===== config.mk =====
export PLATFORM = sky130hd
export DESIGN_NAME = gamepad_button_event_latch_unit
export DESIGN_NICKNAME = d
export VERILOG_FILES = /design/src/rtl/gbel_pkg.sv /design/src/rtl/gbel_flag_store.sv /design/src/rtl/gamepad_button_event_latch_unit.sv
export SDC_FILE = /design/constraint.sdc
export NUM_CORES = 2
export LEC_CHECK = 0
export BUFFER_PORTS_ARGS = -buffer_cell sky130_fd_sc_hd__buf_4
export CORE_MARGIN = 1.5
export CORE_UTILIZATION = 63
export DETAILED_ROUTE_END_ITERATION = 10
export HOLD_SLACK_MARGIN = 0.03
export PLACE_DENSITY = 0.84
export SETUP_SLACK_MARGIN = 0.3
export SLEW_MARGIN = 40
export SYNTH_ARGS = -nofsm -noshare
export SYNTH_HDL_FRONTEND = slang
export SYNTH_HIERARCHICAL = 1
export SYNTH_SLANG_ARGS = --single-unit

===== constraint.sdc =====
create_clock -name clock -period 51 [get_ports clock]
set_clock_uncertainty 0.05 [all_clocks]
set_input_delay 5.1 -clock clock [delete_from_list [all_inputs] [get_ports clock]]
set_output_delay 5.1 -clock clock [all_outputs]
set_load 0.03 [all_outputs]

===== src/rtl/gbel_pkg.sv =====
// ----------------------------------------------------------------------------
// Gamepad button event latch: package
// Widths, entry map, opcodes, flag encodings and the flag store write port.
// ----------------------------------------------------------------------------
package gbel_pkg;

   // Controller slots and entries per slot
   localparam int DEVICES = 4;
   localparam int ENTRIES = 135;
   localparam int DEPTH   = DEVICES * ENTRIES;
   localparam int ADDR_W  = $clog2(DEPTH);
   localparam int CNT_W   = $clog2(DEPTH + 1);

   // Field widths
   localparam int OP_W      = 4;
   localparam int DEV_W     = 2;
   localparam int IDX_W     = 8;
   localparam int LEVEL_W   = 16;
   localparam int FLAG_W    = 3;
   localparam int DZ_W      = 16;
   localparam int CSR_IDX_W = 2;
   localparam int DZ_REGS   = 4;
   localparam logic [DZ_W-1:0] DZ_RESET = 16'd3277;

   // Entry map within one slot
   localparam int RAW_BTN_COUNT  = 60;
   localparam int RAW_AXIS_COUNT = 20;
   localparam int RAW_HAT_COUNT  = 5;
   localparam int MAP_BTN_COUNT  = 26;
   localparam int MAP_AXIS_COUNT = 6;
   localparam logic [IDX_W-1:0] RAW_AXIS_BASE = 8'd60;
   localparam logic [IDX_W-1:0] RAW_HAT_BASE  = 8'd80;
   localparam logic [IDX_W-1:0] MAP_BTN_BASE  = 8'd100;
   localparam logic [IDX_W-1:0] MAP_AXIS_BASE = 8'd126;
   localparam logic [IDX_W-1:0] ANY_BUTTON    = 8'd132;
   localparam logic [IDX_W-1:0] ANY_AXIS      = 8'd133;
   localparam logic [IDX_W-1:0] ANY_ALL       = 8'd134;

   // Opcodes; OP_INIT is internal only (post-reset clearing pass)
   localparam logic [OP_W-1:0] OP_TICK    = 4'd0;
   localparam logic [OP_W-1:0] OP_MBTN_DN = 4'd1;
   localparam logic [OP_W-1:0] OP_MBTN_UP = 4'd2;
   localparam logic [OP_W-1:0] OP_MAXIS   = 4'd3;
   localparam logic [OP_W-1:0] OP_RBTN_DN = 4'd4;
   localparam logic [OP_W-1:0] OP_RBTN_UP = 4'd5;
   localparam logic [OP_W-1:0] OP_RAXIS   = 4'd6;
   localparam logic [OP_W-1:0] OP_HAT     = 4'd7;
   localparam logic [OP_W-1:0] OP_QUERY   = 4'd8;
   localparam logic [OP_W-1:0] OP_CLEAR   = 4'd9;
   localparam logic [OP_W-1:0] OP_INIT    = 4'd15;

   // Flag word: bit 0 pressed, bit 1 released, bit 2 held
   localparam logic [FLAG_W-1:0] F_PRESS_SET = 3'b101;
   localparam logic [FLAG_W-1:0] F_KEEP_EDGE = 3'b011;
   localparam logic [FLAG_W-1:0] F_RELEASED  = 3'b010;
   localparam logic [FLAG_W-1:0] F_HELD      = 3'b100;

   // Write port of the flag store
   typedef struct packed {
      logic              en;
      logic [ADDR_W-1:0] addr;
      logic [FLAG_W-1:0] data;
   } wr_type;

endpackage


===== src/rtl/gbel_flag_store.sv =====
// ----------------------------------------------------------------------------
// Gamepad button event latch: flag store
// One-write one-read synchronous memory of flag words, registered read data.
// ----------------------------------------------------------------------------
module gbel_flag_store import gbel_pkg::*; (
   input  logic              clock,
   input  logic              rd_en,
   input  logic [ADDR_W-1:0] rd_addr,
   output logic [FLAG_W-1:0] rd_data,
   input  wr_type            wr
);

   logic [FLAG_W-1:0] mem_ff [DEPTH];
   logic [FLAG_W-1:0] rd_data_ff;

   // write port
   always_ff @(posedge clock) begin
      if (wr.en) begin
         mem_ff[wr.addr] <= wr.data;
      end
   end

   // read port, registered read data
   always_ff @(posedge clock) begin
      if (rd_en) begin
         rd_data_ff <= mem_ff[rd_addr];
      end
   end

   assign rd_data = rd_data_ff;

endmodule


===== src/rtl/gamepad_button_event_latch_unit.sv =====
// ----------------------------------------------------------------------------
// Gamepad button event latch unit
// Held/pressed/released flags for every entry of every controller slot, kept
// in one flag store and updated by read-modify-write sequences per event word.
//
//   channel  direction  handshake              payload
//   req      in         req_valid/req_ready    opcode, device, index, level
//   rsp      out        rsp_valid/rsp_ready    held, pressed, released, bad_index
//   csr      in         csr_valid/csr_ready    csr_index, csr_data (deadzones)
//
// Mapped buttons, raw axes and queries touch only their own entry; raw buttons
// and mapped axes also the any-button or any-axis entry and any-all; hats their
// four direction entries, any-button and any-all; a slot clear every entry of
// its slot, a frame tick every entry of the store, a rejected word none. Each
// step reads one entry and, queries apart, writes it back in the next cycle.
// After reset a clearing pass writes all 540 entries, req_ready low. A result
// not taken holds the next word at its end; words are taken only while idle.
// ----------------------------------------------------------------------------
module gamepad_button_event_latch_unit import gbel_pkg::*; (
   input  logic                      clock,
   input  logic                      reset,
   // event words
   input  logic                      req_valid,
   output logic                      req_ready,
   input  logic [OP_W-1:0]           req_opcode,
   input  logic [DEV_W-1:0]          req_device,
   input  logic [IDX_W-1:0]          req_index,
   input  logic signed [LEVEL_W-1:0] req_level,
   // result words
   output logic                      rsp_valid,
   input  logic                      rsp_ready,
   output logic                      rsp_held,
   output logic                      rsp_pressed,
   output logic                      rsp_released,
   output logic                      rsp_bad_index,
   // deadzone registers
   input  logic                      csr_valid,
   output logic                      csr_ready,
   input  logic [CSR_IDX_W-1:0]      csr_index,
   input  logic [DZ_W-1:0]           csr_data
);

   localparam logic [1:0] ST_IDLE = 2'd0;
   localparam logic [1:0] ST_RUN  = 2'd1;
   localparam logic [1:0] ST_DONE = 2'd2;

   localparam logic [2:0] HAT_STEP_ANY_BTN = 3'd4;
   localparam int         MAG_W            = LEVEL_W + 1;
   localparam int         CMP_W            = MAG_W + LEVEL_W;

   // ---------------------------------------------------------------- helpers
   // hat mask to direction bits (0 up, 1 down, 2 left, 3 right)
   function automatic logic [3:0] hat_dirs(input logic [3:0] mask);
      logic [3:0] d;
      case (mask)
         4'd1:    d = 4'b0001;
         4'd4:    d = 4'b0010;
         4'd8:    d = 4'b0100;
         4'd2:    d = 4'b1000;
         4'd9:    d = 4'b0101;
         4'd12:   d = 4'b0110;
         4'd3:    d = 4'b1001;
         4'd6:    d = 4'b1010;
         default: d = 4'b0000;
      endcase
      return d;
   endfunction

   // number of store accesses a word needs
   function automatic logic [CNT_W-1:0] step_count(input logic [OP_W-1:0] op);
      logic [CNT_W-1:0] n;
      case (op)
         OP_MBTN_DN, OP_MBTN_UP, OP_RAXIS, OP_QUERY: n = CNT_W'(1);
         OP_MAXIS, OP_RBTN_DN, OP_RBTN_UP:           n = CNT_W'(3);
         OP_HAT:                                     n = CNT_W'(6);
         OP_CLEAR:                                   n = CNT_W'(ENTRIES);
         OP_TICK, OP_INIT:                           n = CNT_W'(DEPTH);
         default:                                    n = '0;
      endcase
      return n;
   endfunction

   // index range and slot check
   function automatic logic word_bad(input logic [OP_W-1:0] op,
                                     input logic [DEV_W-1:0] dev,
                                     input logic [IDX_W-1:0] idx);
      logic b;
      case (op)
         OP_TICK:                b = 1'b0;
         OP_MBTN_DN, OP_MBTN_UP: b = idx >= IDX_W'(MAP_BTN_COUNT);
         OP_MAXIS:               b = idx >= IDX_W'(MAP_AXIS_COUNT);
         OP_RBTN_DN, OP_RBTN_UP: b = idx >= IDX_W'(RAW_BTN_COUNT);
         OP_RAXIS:               b = idx >= IDX_W'(RAW_AXIS_COUNT);
         OP_HAT:                 b = idx >= IDX_W'(RAW_HAT_COUNT);
         OP_QUERY:               b = idx >= IDX_W'(ENTRIES);
         OP_CLEAR:               b = 1'b0;
         default:                b = 1'b1;
      endcase
      if (op != OP_TICK && int'(dev) >= DEVICES) begin
         b = 1'b1;
      end
      return b;
   endfunction

   // store address of one step of a word
   function automatic logic [ADDR_W-1:0] addr_of(input logic [OP_W-1:0]  op,
                                                 input logic [DEV_W-1:0] dev,
                                                 input logic [IDX_W-1:0] idx,
                                                 input logic [CNT_W-1:0] cnt);
      logic [ADDR_W-1:0] base;
      logic [ADDR_W-1:0] a;
      logic [IDX_W-1:0]  ent;
      logic [2:0]        s;
      base = ADDR_W'(dev) * ADDR_W'(ENTRIES);
      s    = cnt[2:0];
      case (op)
         OP_MBTN_DN, OP_MBTN_UP: ent = MAP_BTN_BASE + idx;
         OP_MAXIS:
            if (s == 3'd0)      ent = MAP_AXIS_BASE + idx;
            else if (s == 3'd1) ent = ANY_AXIS;
            else                ent = ANY_ALL;
         OP_RBTN_DN, OP_RBTN_UP:
            if (s == 3'd0)      ent = idx;
            else if (s == 3'd1) ent = ANY_BUTTON;
            else                ent = ANY_ALL;
         OP_RAXIS:               ent = RAW_AXIS_BASE + idx;
         OP_HAT:
            if (!s[2])               ent = RAW_HAT_BASE + {idx[IDX_W-3:0], 2'b00}
                                           + IDX_W'(s[1:0]);
            else if (s == HAT_STEP_ANY_BTN) ent = ANY_BUTTON;
            else                     ent = ANY_ALL;
         default:                ent = idx;
      endcase
      case (op)
         OP_TICK, OP_INIT: a = cnt[ADDR_W-1:0];
         OP_CLEAR:         a = base + cnt[ADDR_W-1:0];
         default:          a = base + ADDR_W'(ent);
      endcase
      return a;
   endfunction

   // ---------------------------------------------------------------- state
   logic [1:0]        state_ff;
   logic [OP_W-1:0]   op_ff;
   logic [DEV_W-1:0]  dev_ff;
   logic [IDX_W-1:0]  idx_ff;
   logic [CNT_W-1:0]  cnt_ff;
   logic              moving_ff;
   logic [3:0]        dirs_ff;
   logic              ax_press_ff, ax_release_ff, hat_new_ff, any_rel_ff;
   logic              res_bad_ff;
   logic [FLAG_W-1:0] res_flags_ff;
   logic              mv_ff;
   logic [2:0]        mv_step_ff;
   logic [ADDR_W-1:0] mv_addr_ff;
   logic              rsp_valid_ff;
   logic              rsp_held_ff, rsp_pressed_ff, rsp_released_ff, rsp_bad_ff;
   logic [DZ_W-1:0]   dz_ff [DZ_REGS];

   logic              req_fire, req_bad, rsp_load;
   logic [CNT_W-1:0]  n_cur;
   logic              issue_en;
   logic [CNT_W-1:0]  issue_cnt;
   logic [ADDR_W-1:0] issue_addr;
   logic [FLAG_W-1:0] rd_data, old_flags, new_flags;
   logic              wr_en;
   logic              ax_press_set, ax_release_set, hat_new_set, any_rel_set;
   logic [MAG_W-1:0]  lvl_mag;
   logic [CMP_W-1:0]  lvl_scaled;
   logic [DZ_W+14:0]  dz_scaled;
   logic              moving_in;
   wr_type            wr;

   assign req_ready = (state_ff == ST_IDLE);
   assign req_fire  = req_valid && req_ready;
   assign req_bad   = word_bad(req_opcode, req_device, req_index);
   assign csr_ready = 1'b1;
   assign rsp_load  = (state_ff == ST_DONE) && (!rsp_valid_ff || rsp_ready);
   assign n_cur     = step_count(op_ff);

   // deadzone registers
   always_ff @(posedge clock) begin
      if (reset) begin
         for (int i = 0; i < DZ_REGS; i++) begin
            dz_ff[i] <= DZ_RESET;
         end
      end else if (csr_valid && csr_ready) begin
         dz_ff[csr_index] <= csr_data;
      end
   end

   // axis judgement: |level| * 65536 > deadzone * 32767
   always_comb begin
      lvl_mag    = req_level[LEVEL_W-1] ?
                   ({1'b1, {LEVEL_W{1'b0}}} - {1'b0, req_level}) : {1'b0, req_level};
      lvl_scaled = {lvl_mag, {LEVEL_W{1'b0}}};
      dz_scaled  = {dz_ff[req_device], 15'b0} - {15'b0, dz_ff[req_device]};
      moving_in  = lvl_scaled > CMP_W'(dz_scaled);
   end

   // issue side: first step straight from the request, later steps from the word
   always_comb begin
      if (state_ff == ST_IDLE) begin
         issue_en   = req_fire && !req_bad;
         issue_cnt  = '0;
         issue_addr = addr_of(req_opcode, req_device, req_index, '0);
      end else begin
         issue_en   = (state_ff == ST_RUN) && (cnt_ff != n_cur);
         issue_cnt  = cnt_ff;
         issue_addr = addr_of(op_ff, dev_ff, idx_ff, cnt_ff);
      end
   end

   gbel_flag_store u_store (
      .clock   (clock),
      .rd_en   (issue_en),
      .rd_addr (issue_addr),
      .rd_data (rd_data),
      .wr      (wr)
   );

   // modify side: new flag word for the entry read last cycle
   always_comb begin
      old_flags      = rd_data;
      new_flags      = old_flags;
      wr_en          = mv_ff;
      ax_press_set   = 1'b0;
      ax_release_set = 1'b0;
      hat_new_set    = 1'b0;
      any_rel_set    = 1'b0;
      case (op_ff)
         OP_TICK:                new_flags = old_flags & F_HELD;
         OP_CLEAR, OP_INIT:      new_flags = '0;
         OP_MBTN_DN, OP_RBTN_DN: new_flags = old_flags | F_PRESS_SET;
         OP_MBTN_UP, OP_RBTN_UP: new_flags = (old_flags & F_KEEP_EDGE) | F_RELEASED;
         OP_MAXIS, OP_RAXIS: begin
            if (mv_step_ff == 3'd0) begin
               // own entry decides, aggregates follow
               if (moving_ff && !old_flags[2]) begin
                  new_flags    = old_flags | F_PRESS_SET;
                  ax_press_set = 1'b1;
               end else if (!moving_ff && old_flags[2]) begin
                  new_flags      = (old_flags & F_KEEP_EDGE) | F_RELEASED;
                  ax_release_set = 1'b1;
               end
            end else if (ax_press_ff) begin
               new_flags = old_flags | F_PRESS_SET;
            end else if (ax_release_ff) begin
               new_flags = (old_flags & F_KEEP_EDGE) | F_RELEASED;
            end
         end
         OP_HAT: begin
            if (!mv_step_ff[2]) begin
               // one direction entry
               if (dirs_ff[mv_step_ff[1:0]]) begin
                  if (!old_flags[2]) begin
                     new_flags   = old_flags | F_PRESS_SET;
                     hat_new_set = 1'b1;
                  end
               end else if (old_flags[2]) begin
                  new_flags = (old_flags & F_KEEP_EDGE) | F_RELEASED;
               end
            end else if (mv_step_ff == HAT_STEP_ANY_BTN) begin
               if (hat_new_ff) begin
                  new_flags = old_flags | F_PRESS_SET;
               end else if (dirs_ff == 4'b0000 && old_flags[2]) begin
                  new_flags   = (old_flags & F_KEEP_EDGE) | F_RELEASED;
                  any_rel_set = 1'b1;
               end
            end else if (hat_new_ff) begin
               new_flags = old_flags | F_PRESS_SET;
            end else if (any_rel_ff) begin
               new_flags = (old_flags & F_KEEP_EDGE) | F_RELEASED;
            end
         end
         default: wr_en = 1'b0;
      endcase
   end

   assign wr.en   = wr_en;
   assign wr.addr = mv_addr_ff;
   assign wr.data = new_flags;

   // sequencer control
   always_ff @(posedge clock) begin
      if (reset) begin
         state_ff <= ST_RUN;
         op_ff    <= OP_INIT;
         cnt_ff   <= '0;
         mv_ff    <= 1'b0;
      end else begin
         mv_ff <= issue_en;
         case (state_ff)
            ST_IDLE: begin
               if (req_fire) begin
                  op_ff    <= req_opcode;
                  cnt_ff   <= CNT_W'(1);
                  state_ff <= req_bad ? ST_DONE : ST_RUN;
               end
            end
            ST_RUN: begin
               if (cnt_ff == n_cur) begin
                  state_ff <= (op_ff == OP_INIT) ? ST_IDLE : ST_DONE;
               end else begin
                  cnt_ff <= cnt_ff + CNT_W'(1);
               end
            end
            ST_DONE: begin
               if (rsp_load) begin
                  state_ff <= ST_IDLE;
               end
            end
            default: state_ff <= ST_IDLE;
         endcase
      end
   end

   // word payload, step context and result
   always_ff @(posedge clock) begin
      mv_step_ff <= issue_cnt[2:0];
      mv_addr_ff <= issue_addr;
      if (req_fire) begin
         dev_ff        <= req_device;
         idx_ff        <= req_index;
         moving_ff     <= moving_in;
         dirs_ff       <= hat_dirs(req_level[3:0]);
         res_bad_ff    <= req_bad;
         res_flags_ff  <= '0;
         ax_press_ff   <= 1'b0;
         ax_release_ff <= 1'b0;
         hat_new_ff    <= 1'b0;
         any_rel_ff    <= 1'b0;
      end else if (mv_ff) begin
         ax_press_ff   <= ax_press_ff | ax_press_set;
         ax_release_ff <= ax_release_ff | ax_release_set;
         hat_new_ff    <= hat_new_ff | hat_new_set;
         any_rel_ff    <= any_rel_ff | any_rel_set;
         if (op_ff == OP_QUERY) begin
            res_flags_ff <= rd_data;
         end
      end
   end

   // result register
   always_ff @(posedge clock) begin
      if (reset) begin
         rsp_valid_ff <= 1'b0;
      end else if (rsp_load) begin
         rsp_valid_ff <= 1'b1;
      end else if (rsp_ready) begin
         rsp_valid_ff <= 1'b0;
      end
   end

   always_ff @(posedge clock) begin
      if (rsp_load) begin
         rsp_held_ff     <= res_flags_ff[2];
         rsp_pressed_ff  <= res_flags_ff[0];
         rsp_released_ff <= res_flags_ff[1];
         rsp_bad_ff      <= res_bad_ff;
      end
   end

   assign rsp_valid     = rsp_valid_ff;
   assign rsp_held      = rsp_held_ff;
   assign rsp_pressed   = rsp_pressed_ff;
   assign rsp_released  = rsp_released_ff;
   assign rsp_bad_index = rsp_bad_ff;

endmodule


# After elaboration in Yosys (flattened, before gate mapping)
# Memory sizes are Yosys's and may differ from the RTL's. A register that Yosys moved wholly into a read port is not among the register bits.
# Cells that the tools add are included.
[word_totals] regBits=54 latchBits=0 ramBits=1684 mem_bits_ro=176 input_bits=53 output_inout_bits=7 wordCells=194 mem_count=4
[mem_list] memory="u_store.mem_ff" words=540 word_bits=3 read_ports=1 rd_clocked_by_memory_dff=1 wr=1 line="gbel_flag_store.sv:13" rtl="logic [FLAG_W-1:0] mem_ff [DEPTH];"
[mem_list] memory="(name not given)" words=16 word_bits=7 read_ports=1 rd_clocked_by_memory_dff=1 wr=0 line="gamepad_button_event_latch_unit.sv:72" rtl="case (op)"
[mem_list] memory="(name not given)" words=16 word_bits=4 read_ports=1 rd_clocked_by_memory_dff=1 wr=0 line="gamepad_button_event_latch_unit.sv:55" rtl="case (mask)"
[mem_list] memory="dz_ff" words=4 word_bits=16 read_ports=1 rd_clocked_by_memory_dff=0 wr=4 line="gamepad_button_event_latch_unit.sv:158" rtl="logic [DZ_W-1:0] dz_ff [DZ_REGS];"
[op_classes] addsub=15 multipliers=2 div_mod_pow=0 n_lt_le_gt_ge=8 eq_ne=31 shift=0 n_mux=73 n_bitwise=4 reduce_logical=37
[ops] cell="10-bit case mux with 2 select lines" n=3
[ops] cell="7-bit by 8-bit adder with 8-bit output (first input constant)" n=6
[ops] cell="8-bit two-way mux" n=5
[ops] cell="8-bit case mux with 5 select lines" n=1
[ops] cell="3-bit two-way mux" n=12
[ops] cell="33-bit by 31-bit greater-than comparator with 1-bit output" n=1
[ops] cell="4-bit by 3-bit equality test with 1-bit output (second input constant)" n=8
[ops] cell="8-bit case mux with 4 select lines" n=1
[ops] cell="31-bit by 16-bit subtractor with 31-bit output" n=1
[ops] cell="1-bit two-way mux" n=30
[ops] cell="10-bit two-way mux" n=3
[ops] cell="4-bit equality test (second input constant)" n=6
[ops] cell="2-bit OR reduction" n=11
[ops] cell="10-bit by 8-bit adder with 10-bit output" n=2
[ops] cell="2-bit by 8-bit multiplier with 10-bit output (second input constant)" n=2
[ops] cell="2-bit two-way mux" n=10
[ops] cell="3-bit case mux with 6 select lines" n=1
[ops] cell="17-bit two-way mux" n=1
[ops] cell="17-bit by 16-bit subtractor with 17-bit output (first input constant)" n=1
[ops] cell="6-bit by 8-bit adder with 8-bit output (first input constant)" n=2
[ops] cell="4-bit by 2-bit equality test with 1-bit output (second input constant)" n=4
[ops] cell="8-bit by 3-bit greater-or-equal comparator with 1-bit output (second input constant)" n=2
[ops] cell="8-bit by 5-bit greater-or-equal comparator with 1-bit output (second input constant)" n=2
[ops] cell="16-bit two-way mux" n=1
[ops] cell="other kinds (31)" n=54

# Logic depth before layout (Yosys ltp)
[depth] depth_word=8 ltp_mapped=28 mapped_depth_nobuf=26

# Modules after synthesis
# Netlist, hierarchy kept.
[by_module_without_submodules] mod="gbel_flag_store" n_inst=1 cells_each=3529 area_per_inst_um2=65377.7 seq_area_each_um2=48736.7
[by_module_without_submodules] mod="gamepad_button_event_latch_unit" n_inst=1 cells_each=992 area_per_inst_um2=9158.8 seq_area_each_um2=3383.2

# Worst setup path before layout
# No wires, ideal clock.
[synth_path] kind="register to register" startpoint="reg op_ff[1]" endpoint="mem u_store.mem_ff[0][2] (data pin)" setup_ns=5.995 t_arrival_ns=30.694 required_time_ns=44.955 path_slack_ns=14.262 path_stages_with_launch=4 path_buffers=1 synth_period_minus_slack_ns=36.738 path_cell_list="dfxtp_1 -> clkbuf_1 -> nand3_1 -> o41ai_1"
[synth_via] elab_chain_cells=3 elab_cells_between_ends=15 classes_between="9 x eq/ne; 1 x mux; 5 x reduce/logical"
[synth_lines] item="from (decl)" line="gamepad_button_event_latch_unit.sv:144" rtl="logic [OP_W-1:0] op_ff;"
[synth_lines] item="from (signal assigned)" line="gamepad_button_event_latch_unit.sv:296" rtl="op_ff <= req_opcode;"
[synth_lines] item="4-bit by 2-bit equality test with 1-bit output, or another cell as far along" line="gamepad_button_event_latch_unit.sv:231" rtl="case (op_ff)"
[synth_lines] item="2-bit OR reduction"
[synth_lines] item="3-bit case mux with 6 select lines *" line="gamepad_button_event_latch_unit.sv:231"
[synth_lines] item="net new_flags[2]" line="gamepad_button_event_latch_unit.sv:165" rtl="logic [FLAG_W-1:0] rd_data, old_flags, new_flags;"
[synth_lines] item="to (decl)" line="gbel_flag_store.sv:13"
# Mark *: on every way through the listed nets, which the timed path passes. The rest lies on a longest branch.

# Worst setup path in the final report
[layout_path] startpoint="in req_opcode[2]" endpoint="reg u_store.rd_data_ff[0], in the netlist u_store/rd_data[0], read port of u_store.mem_ff (data pin)"
[layout_via] elab_chain_cells=7 elab_cells_between_ends=24 classes_between="1 x add/sub; 10 x eq/ne; 6 x mux; 7 x reduce/logical"
[layout_lines] item="from (decl)" line="gamepad_button_event_latch_unit.sv:25" rtl="input logic [OP_W-1:0] req_opcode,"
[layout_lines] item="4-bit by 1-bit equality test with 1-bit output / 4-bit by 2-bit equality test with 1-bit output (equally long branches)" line="gamepad_button_event_latch_unit.sv:116" rtl="case (op)"
[layout_lines] item="2-bit OR reduction" line="gamepad_button_event_latch_unit.sv:116"
[layout_lines] item="8-bit case mux with 4 select lines" line="gamepad_button_event_latch_unit.sv:116"
[layout_lines] item="8-bit two-way mux" line="gamepad_button_event_latch_unit.sv:203" rtl="if (state_ff == ST_IDLE) begin"
[layout_lines] item="10-bit by 8-bit adder with 10-bit output" line="gamepad_button_event_latch_unit.sv:137" rtl="default: a = base + ADDR_W'(ent);"
[layout_lines] item="10-bit case mux with 2 select lines *" line="gamepad_button_event_latch_unit.sv:134" rtl="case (op)"
[layout_lines] item="10-bit two-way mux *" line="gamepad_button_event_latch_unit.sv:203"
[layout_lines] item="net issue_addr[4]" line="gamepad_button_event_latch_unit.sv:164" rtl="logic [ADDR_W-1:0] issue_addr;"
[layout_lines] item="to (decl)" line="gbel_flag_store.sv:14" rtl="logic [FLAG_W-1:0] rd_data_ff;"
# Mark *: on every way through the listed nets, which the timed path passes. The rest lies on a longest branch. The select of a mux whose other input is x is not followed.
# A chain may end at the register's enable or synchronous reset.

==> impl_results.md <==
* Routed wl met3 at 29600 um
* Full die area at 0.120 sq mm
* Post-synth EDFFs at 1707
* Routed length on met2 at 94400 um
* CTS max path bufs at 3
* Arr. time, crit path at 11.17 ns
* Pre-Repair DR Iteration Count at 7
* Status: finished clean
* TNS Setup at 0 ns
* HPWL Detailed at 114000 um
* CP max FO at 37
* Post-synthesis register bit count at 1750
* DR iter-0 viols at 7776
* Total number of vias at 44900
* Setup violation total in the final timing report at 0
* Chip height at 347 um
* Final hold vios at 0
* Slew @ Worst Pin at 1.04 ns
* Fin util at 69.6%
* Uppermost layer routed: met5
* Critical Path End Type: flop
* CTS Root Cell: clkbuf_16
* Top Ports at 60
* CTS buffer count at 169
* Grt ovf at 0
* Syn Area/Cell at 16.5 sq um
* RR Endpoint: u_store/rd_data[0]
* Synth area leaders: edfxtp_1 (69%), mux4_2 (11%), nor2_1 (3.3%)
* Number of global-route vias before repair at 44600
* First-pass GRT wire length at 296000 um
* Routability congestion estimate from global placement at 0.939
* Sink Count at 1750
* Ys Warns at 6
* Fin cells at 6245
* Int Pwr at 2330 uW
* Post-Route WL at 205000 um
* Via-to-Cell Ratio at 7.19
* Fraction of layout cells with a size suffix above 1 at 17.9%
* Switching pwr at 668 uW
* Distinct cells, synth at 87
* Ys flop type: edfxtp_1
* Area Overhead vs Synth at 9.91%
* Power Density at 36.6 mW/mm^2
* Power share of the combinational group at 6.6%
* R2R Setup Slk at 43.45 ns
* Hold Path Class: flop to flop
* Hold path cells at 0
* Initial antenna violation count at 7
* DRT antenna net count at 0
* DR DRC count at 0
* DR WL/cell at 32.8 um
* Placed instance count at 5928
* Reg clk slew, reported paths at 0.06 ns
* Post-synthesis sequential area ratio at 69.9%
* FMAX at 93.6 MHz
* Ys async rst share at 0%
* R2R Path Start: op_ff[1]
* CP startpoint kind: input pin
* Cts repair resizes at 0
* CP Data Required Time at 51.49 ns
* WL met1 at 64400 um
* Leak at 0.0262 uW
* Crit share post-route at 20.9%
* Synth Net Count at 4638
* Clock latency at the later pin of the worst-skew pair at 0.81 ns
* HP Start: res_flags_ff[1]
* H-tree levels at 4
* Minimum clock period at 10.68 ns
* Worst Hold Path EP: rsp_released
* Die W at 347 um
* Worst vdd ir at 37.7 uV
* Rows at 126
* Port Buffers at 58
* Cell taking the most area after synthesis: edfxtp_1
* GRT Total Usage at 34.0%
* TritonCTS clock tree: built
* Rel. slew slack at 29.9%
* Synthesized instance count at 4521
* Final nets at 4681
* Worst Reg2Reg Path Length in Cells at 23
* Largest net degree at the start of global routing at 145
* Mapped Area at 0.0745 sq mm
* Core area at 0.118 sq mm
* Max-cap violations at 0
* Setup Fix Bufs, Post-CTS at 0
* Starting Density at 63.3%
* RSZ-0062 raised after global routing: false
* Class of the most critical setup path: input pin to flop
* Final Max Tran Viols at 0
* Synth top area share at 68.8%
* Power share of the clock group at 41.0%
* Sequential share of power at 52.4%
* Sw Share at 22.3%
* # hold bufs at CTS at 0
cells in the final DEF (no fill, tap or decap), drive strengths merged, types with 24 or more instances in the layout:
cell type	instances
nor2	662
mux2i	155
dfxtp	43
buf	163
mux4	371
edfxtp	1707
a31oi	28
clkbuf	205
ha	61
nand3	68
and3	24
a22oi	29
nor2b	41
nor3	54
xnor2	43
o22ai	42
nand2	208
clkinv	77
inv	68
o221ai	64
o21ai	82
and2	47
a21oi	111
nand2b	45
flip-flops by register name, summed over array words and instances (netlist names), 2 cells and up:
register         count
mv_step_ff           3
dirs_ff              4
u_store/rd_data      3
dz_ff               64
u_store/mem_ff    1620
idx_ff               8
res_flags_ff         3
op_ff                4
dev_ff               2
mv_addr_ff          10
state_ff             2
cnt_ff              10
n_cur                5
power groups by stage:
stage                     Combinational, uW  Sequential, uW  Clock [uW]
after global placement                  181            1600           0
after floorplan                         142            1600           0
after global routing                    205            1570        1280
after CTS                               192            1570        1230
after detailed placement                186            1600           0
final                                   197            1570        1230
stage by stage:
step | area (sq um) | setup slack (ns) | total power, uW | hold WS [ns]
after floorplan | 74500 | 14.26 | 1740 | 0.350
after global placement | 76200 | 39.83 | 1780 | 0.365
after detailed placement | 76500 | 39.60 | 1790 | 0.372
after CTS | 81800 | 40.26 | 2990 | 0.387
after global routing | 81900 | 40.23 | 3060 | 0.402
final | 81900 | 40.32 | 3000 | 0.388
synthesized netlist by cell type (all sizes together), types with 5 or more instances:
cell type and count:
a32oi 5, ha 61, xor2 21, clkbuf 156
a221oi 16, and3b 6, a31oi 28, edfxtp 1707
and3 24, a22o 7, nand2 208, nor3 54
nor3b 13, buf 135, a211oi 21, dfxtp 43
o41ai 5, xnor2 43, a22oi 29, mux2 17
nand3 68, nor4 17, a21oi 111, o22ai 42
mux4 371, mux2i 155, o21ai 82, nand4 15
o31ai 16, or2 17, and2 47, a21o 9
nor2 662, o221ai 64, a41oi 6, or3 7
inv 57, nand2b 45, o21bai 5, o211ai 10
o311ai 9, nor2b 41, or4 9
metal layers:
metal,vias up,GRT usage [%]
met5,-,0.760
met4,8,22.7
met3,970,10.1
met2,4166,52.5
met1,21900,42.0
li1,17900,-
worst max path at each step:
| stage | start | slack (ns) | cells past startpoint | endpoint |
|---|---|---|---|---|
| floorplan | op_ff[1] | 14.26 | 3 | u_store/mem_ff[0][2] |
| global placement | req_opcode[2] | 39.83 | 14 | u_store/rd_data[2] |
| detailed placement | req_opcode[2] | 39.60 | 14 | u_store/rd_data[0] |
| CTS | req_opcode[2] | 40.26 | 13 | u_store/rd_data[0] |
| global route | req_opcode[2] | 40.23 | 14 | u_store/rd_data[0] |
| finish | req_opcode[2] | 40.32 | 19 | u_store/rd_data[0] |
area by class of cell:
class	count	area (sq um)
Sequential cell	1750	52100
Fill cell	6621	35800
Multi-Input combinational cell	2421	20800
Clock buffer	205	4430
Tap cell	1536	1920
Timing Repair Buffer	163	1510
Clock inverter	103	923
Inverter	59	221
Antenna cell	8	20.0
critical path: stages:
cell and delay [ns]:
buf_4 0.21, inv_1 0.15, or4_1 0.51, fa_1 0.52
o221ai_1 0.15, ha_1 0.35, inv_1 0.06, o21bai_1 0.23
xor2_1 0.11, a221oi_1 0.48, a21oi_4 0.04, buf_4 0.27
buf_4 0.39, or2_2 0.68, a221oi_1 0.39, o21ai_0 0.30
a31oi_1 0.75, o31ai_1 0.18, o2111a_1 0.28
cell families after synthesis:
logic type	Yosys count	synth area share (%)
flops	1750	69.9
other cells	1	0.00503
simple gates	1249	7.50
xor+xnor	64	0.752
fa+ha+maj	64	1.10
buf+inv	350	2.55
mux	543	13.6
compound gates	500	4.57
Note: power is estimated with default switching activity, not from simulation.
